## src/rtl/tournament_branch_predictor_top_macros.svh

```systemverilog
// assertion macros shared by the predictor rtl
`ifndef TOURNAMENT_BRANCH_PREDICTOR_TOP_MACROS_SVH
`define TOURNAMENT_BRANCH_PREDICTOR_TOP_MACROS_SVH

// same-cycle implication, sampled on clk, off during rst
`define TBP_ASSERT_NOW(label, ante, cons, msg) \
  label: assert property (@(posedge clk) disable iff (rst) (ante) |-> (cons)) \
    else $error(msg);

// next-cycle implication, sampled on clk, off during rst
`define TBP_ASSERT_NEXT(label, ante, cons, msg) \
  label: assert property (@(posedge clk) disable iff (rst) (ante) |=> (cons)) \
    else $error(msg);

`endif

```

## src/rtl/tbp_pkg.sv

```systemverilog
// shared types, constants and counter helpers of the branch predictor
package tbp_pkg;

  // table geometry
  localparam int GHB = 14;  // global history bits
  localparam int LHB = 14;  // local history bits
  localparam int LIB = 11;  // local history table index bits
  localparam int CIB = 12;  // chooser index bits

  localparam int MAX_GL   = (GHB > LHB) ? GHB : LHB;
  localparam int MAX_LC   = (LIB > CIB) ? LIB : CIB;
  localparam int CLR_BITS = (MAX_GL > MAX_LC) ? MAX_GL : MAX_LC;

  typedef logic [1:0] ctr_t;

  // 2-bit counter clear values and bounds
  localparam ctr_t CTR_WEAK_NT  = 2'd1;
  localparam ctr_t CTR_STRONG_T = 2'd3;
  localparam ctr_t CTR_MAX      = 2'd3;
  localparam ctr_t CTR_MIN      = 2'd0;

  // mode register codes
  localparam logic [1:0] MODE_STATIC = 2'd0;
  localparam logic [1:0] MODE_GLOBAL = 2'd1;
  localparam logic [1:0] MODE_TOURN  = 2'd2;
  localparam logic [1:0] MODE_XOR    = 2'd3;

  // item operation codes
  localparam logic OP_PREDICT = 1'b0;
  localparam logic OP_TRAIN   = 1'b1;

  // controller to datapath commands
  typedef struct packed {
    logic                clear;
    logic [CLR_BITS-1:0] clr_addr;
    logic                load;
    logic                read;
    logic                lookup;
    logic                exec;
  } tbp_cmd_t;

  // saturating step of a 2-bit counter
  function automatic ctr_t ctr_bump(input ctr_t c, input logic taken);
    ctr_t r;
    r = c;
    if (taken) begin
      if (c != CTR_MAX) r = c + 2'd1;
    end else begin
      if (c != CTR_MIN) r = c - 2'd1;
    end
    return r;
  endfunction

endpackage

```

## src/rtl/tbp_ctrl.sv

```systemverilog
// controller: table clearing pass and per-item sequencing
module tbp_ctrl import tbp_pkg::*; (
  input  logic     clk,
  input  logic     rst,
  input  logic     req_valid,
  input  logic     out_busy,
  output logic     req_ready,
  output tbp_cmd_t cmd
);

  localparam logic [2:0] S_CLEAR  = 3'd0;
  localparam logic [2:0] S_IDLE   = 3'd1;
  localparam logic [2:0] S_READ   = 3'd2;
  localparam logic [2:0] S_LOOKUP = 3'd3;
  localparam logic [2:0] S_EXEC   = 3'd4;

  logic [2:0]          state, state_next;
  logic [CLR_BITS-1:0] clr_cnt;

  // next state and commands
  always_comb begin
    state_next   = state;
    req_ready    = 1'b0;
    cmd          = '0;
    cmd.clr_addr = clr_cnt;
    unique case (state)
      S_CLEAR: begin
        cmd.clear = 1'b1;
        if (&clr_cnt) state_next = S_IDLE;
      end
      S_IDLE: begin
        req_ready = 1'b1;
        if (req_valid) begin
          cmd.load   = 1'b1;
          state_next = S_READ;
        end
      end
      S_READ: begin
        cmd.read   = 1'b1;
        state_next = S_LOOKUP;
      end
      S_LOOKUP: begin
        cmd.lookup = 1'b1;
        state_next = S_EXEC;
      end
      S_EXEC: begin
        if (!out_busy) begin
          cmd.exec   = 1'b1;
          state_next = S_IDLE;
        end
      end
      default: state_next = S_CLEAR;
    endcase
  end

  // state and clear counter
  always_ff @(posedge clk) begin
    if (rst) begin
      state   <= S_CLEAR;
      clr_cnt <= '0;
    end else begin
      state <= state_next;
      if (state == S_CLEAR) clr_cnt <= clr_cnt + 1'b1;
    end
  end

endmodule

```

## config.mk

```make
export PLATFORM = sky130hd
export DESIGN_NAME = tbp_ctrl
export DESIGN_NICKNAME = d
export VERILOG_FILES = /design/src/rtl/tournament_branch_predictor_top_macros.svh /design/src/rtl/tbp_pkg.sv /design/src/rtl/tbp_ctrl.sv
export SDC_FILE = /design/constraint.sdc
export NUM_CORES = 1
export LEC_CHECK = 0
export BUFFER_PORTS_ARGS = -buffer_cell sky130_fd_sc_hd__buf_2
export CAP_MARGIN = 20
export CORE_MARGIN = 2
export CORE_UTILIZATION = 34
export DETAILED_ROUTE_END_ITERATION = 7
export SKIP_CTS_REPAIR_TIMING = 1
export SYNTH_ARGS = -nofsm -noshare
export SYNTH_HDL_FRONTEND = slang
export SYNTH_SLANG_ARGS = --single-unit
export TNS_END_PERCENT = 10
```

## constraint.sdc

```tcl
create_clock -name clk -period 4.3 [get_ports clk]
set_input_delay 0.215 -clock clk [delete_from_list [all_inputs] [get_ports clk]]
set_output_delay 0.215 -clock clk [all_outputs]
set_load 0.02 [all_outputs]
```

==> flow_summary.json <==
{
  "hold_viol": 0,
  "r2r_cells": 5,
  "layout_setup_ws_ps": 2390,
  "cts.clk_slew.worst_paths_ps": 110,
  "skew_ps": 15.2,
  "grt_pass1_wl_um": 2930,
  "wl_per_cell_um": 12.1,
  "slew_headroom_pct": 78.5,
  "antenna_cells": 0,
  "die_w_um": 54.5,
  "synthFlopType": "dfxtp_1",
  "post-route-util_pct": 41.1,
  "io_pins": 24,
  "rsz0062_at_grt": "false",
  "vias": 744,
  "numCtsBuffers": 3,
  "tightest_slew_ps": 322,
  "r2r_slack_ps": 2390,
  "synth-seq-cells": 17,
  "synth.area.top_cells": "dfxtp_1 (39%), xnor2_1 (6.1%), nor2_1 (5.6%)",
  "status": "completed",
  "critPathArrivalTime_ps": 2110,
  "syn_area_um2": 868,
  "grt_overflow": 0,
  "layout.nets": 123,
  "whs_ps": 209,
  "place_ws_ps": 2380,
  "clock_tree.root_cell": "clkbuf_4",
  "endpoint_kind": "flip-flop",
  "syn2layout_area_growth_pct": 16.1,
  "synth_top_area_share_pct": 39.2,
  "drive_gt1_share_pct": 29.1,
  "start_util_pct": 35.4,
  "drt_wl_total_um": 1780,
  "vias_per_cell": 5.06,
  "fillerInstances": 264,
  "cts_buffer_depth": 2,
  "port_buffers": 23,
  "gp_congestion": 0.755,
  "hp-start": "out_busy",
  "max-cap-violations": 0,
  "clkSinkCount": 17,
  "min_path_cells": 3,
  "hpwl_um": 1300,
  "synth_fp_nets": 102,
  "synth_top_area_cell": "dfxtp_1",
  "drcViolationCount": 0,
  "initialDrtViolationCount": 9,
  "peakVddDrop_v": 0.000196,
  "crit_path_max_fanout": 6,
  "synthCells": 97,
  "layout_min_cycle_time_ps": 1910,
  "finalPower_mw": 0.273,
  "cp_data_required_time_ps": 4500,
  "max_freq_ghz": 0.524,
  "antenna_found_initial": 0,
  "die_height_um": 54.5,
  "multi_input_area_um2": 468,
  "p_leak_nw": 0.400,
  "drt_pass1_iterations": 3,
  "yosysWarningCount": 0,
  "cts_tree": "built",
  "postSynthAreaPerCell_um2": 8.95,
  "r2r_end": "clr_cnt[10]",
  "criticalPathCategory": "flip-flop to flip-flop",
  "core_area_um2": 2450,
  "holdCritPathClass": "input pin to flip-flop",
  "post-route-period-util_pct": 44.4,
  "setup_viol": 0,
  "hold_path_end": "state[2]",
  "report.final.slew_viol_count": 0,
  "tns_ps": 0,
  "power_density_nw_per_um2": 271,
  "ant_nets": 0,
  "ys_seq_area_share_pct": 39.2,
  "track_usage_pct": 13.7,
  "synth_edf_count": 0,
  "async_reset_ff_share_pct": 0,
  "htreeDepth": 1,
  "synth.distinct_cells": 36,
  "rr_startpoint": "clr_cnt[1]",
  "rows": 18,
  "grt_pass1_vias": 654,
  "register_area_um2": 340,
  "grt_max_degree": 18,
  "design.die.area_um2": 2970,
  "startpoint_type": "flip-flop",
  "clock_latency_ps": 300
}
critical path: stages (launching register included):
cell and delay, ps:
dfxtp_1 470, ha_1 250, or4b_1 580, nor4_2 320, xnor2_1 150, nor2_1 50
state kept, by name (all words and copies together), names as in the netlist:
register	cells
state	3
clr_cnt	14
metal layers:
layer	vias to the layer above	track usage, %	wire, µm
met1	350	17.1	793
met4	0	7.50	38
li1	377	-	-
met3	5	1.91	76
met2	12	22.7	865
met5	-	0	0
how the worst max path moves through the flow:
| stage | endpoint | cells after the start | slack (ps) | start |
|---|---|---|---|---|
| final | clr_cnt[10] | 5 | 2390 | clr_cnt[1] |
| after global placement | clr_cnt[12] | 5 | 2450 | clr_cnt[0] |
| after CTS | clr_cnt[10] | 5 | 2380 | clr_cnt[1] |
| after floorplan | clr_cnt[10] | 6 | 2370 | clr_cnt[0] |
| after detailed placement | clr_cnt[12] | 5 | 2380 | clr_cnt[0] |
| after global routing | clr_cnt[12] | 5 | 2230 | clr_cnt[1] |
cells by family after synthesis:
kind of cell / Yosys count / synth area share (%)
AOI/OAI and AO/OA: 12 / 9.22
xor gates and xnor gates: 9 / 9.08
adders and majority gates: 1 / 1.44
buffers and inverters: 11 / 6.92
DFF: 17 / 39.2
muxes: 2 / 2.31
and+or+nand+nor: 45 / 31.8
cell usage in the layout, fill, tap and decap left out, drive strengths merged:
cell type,Yosys,final
nor3,4,4
and3b,1,1
xor2,3,3
o31a,1,1
a21oi,4,4
o21ai,1,1
and2,1,1
a31oi,1,1
mux2i,2,2
nand2,5,5
buf,4,23
o22a,2,2
clkinv,1,2
dfxtp,17,17
nor2,13,13
clkbuf,3,3
or2,2,2
o31ai,3,3
or3,2,2
nor2b,1,1
or4b,1,1
xnor2,6,6
nand3,3,3
nor3b,2,2
or4,3,3
inv,3,3
nor4,3,3
ha,1,1
nand4,4,4
cell type report:
cell class / count / share of cell area [%]
inverter: 4 / 1.99
clock inverter: 1 / 0.496
tap: 30 / 3.72
clock buffer: 3 / 2.23
multi-input combinational: 69 / 46.4
timing repair buffer: 23 / 11.4
sequential: 17 / 33.7
power by group:
| group | switching [mW] | total (mW) | internal [mW] | leakage [nW] |
|---|---|---|---|---|
| Sequential | 0.00508 | 0.165 | 0.160 | 0.138 |
| Clock | 0.0530 | 0.0876 | 0.0347 | 0.0177 |
| Combinational | 0.0126 | 0.0201 | 0.00751 | 0.245 |
synthesized netlist by cell type (2+ instances only):
| master | count |
|---|---|
| a21oi_1 | 4 |
| buf_2 | 2 |
| clkbuf_1 | 3 |
| dfxtp_1 | 17 |
| inv_1 | 3 |
| mux2i_1 | 2 |
| nand2_1 | 5 |
| nand3_1 | 2 |
| nand4_1 | 3 |
| nor2_1 | 13 |
| nor3_1 | 4 |
| nor3b_1 | 2 |
| nor4_2 | 2 |
| o22a_1 | 2 |
| o31ai_1 | 3 |
| or4_1 | 3 |
| xnor2_1 | 6 |
| xor2_1 | 3 |
through the flow:
step	std cells	instance area (µm²)
final	147	1010
after global routing	147	1010
after floorplan	97	868
after detailed placement	143	981
after global placement	143	981
after CTS	147	1010
Note: power is estimated with default switching activity, not from simulation.
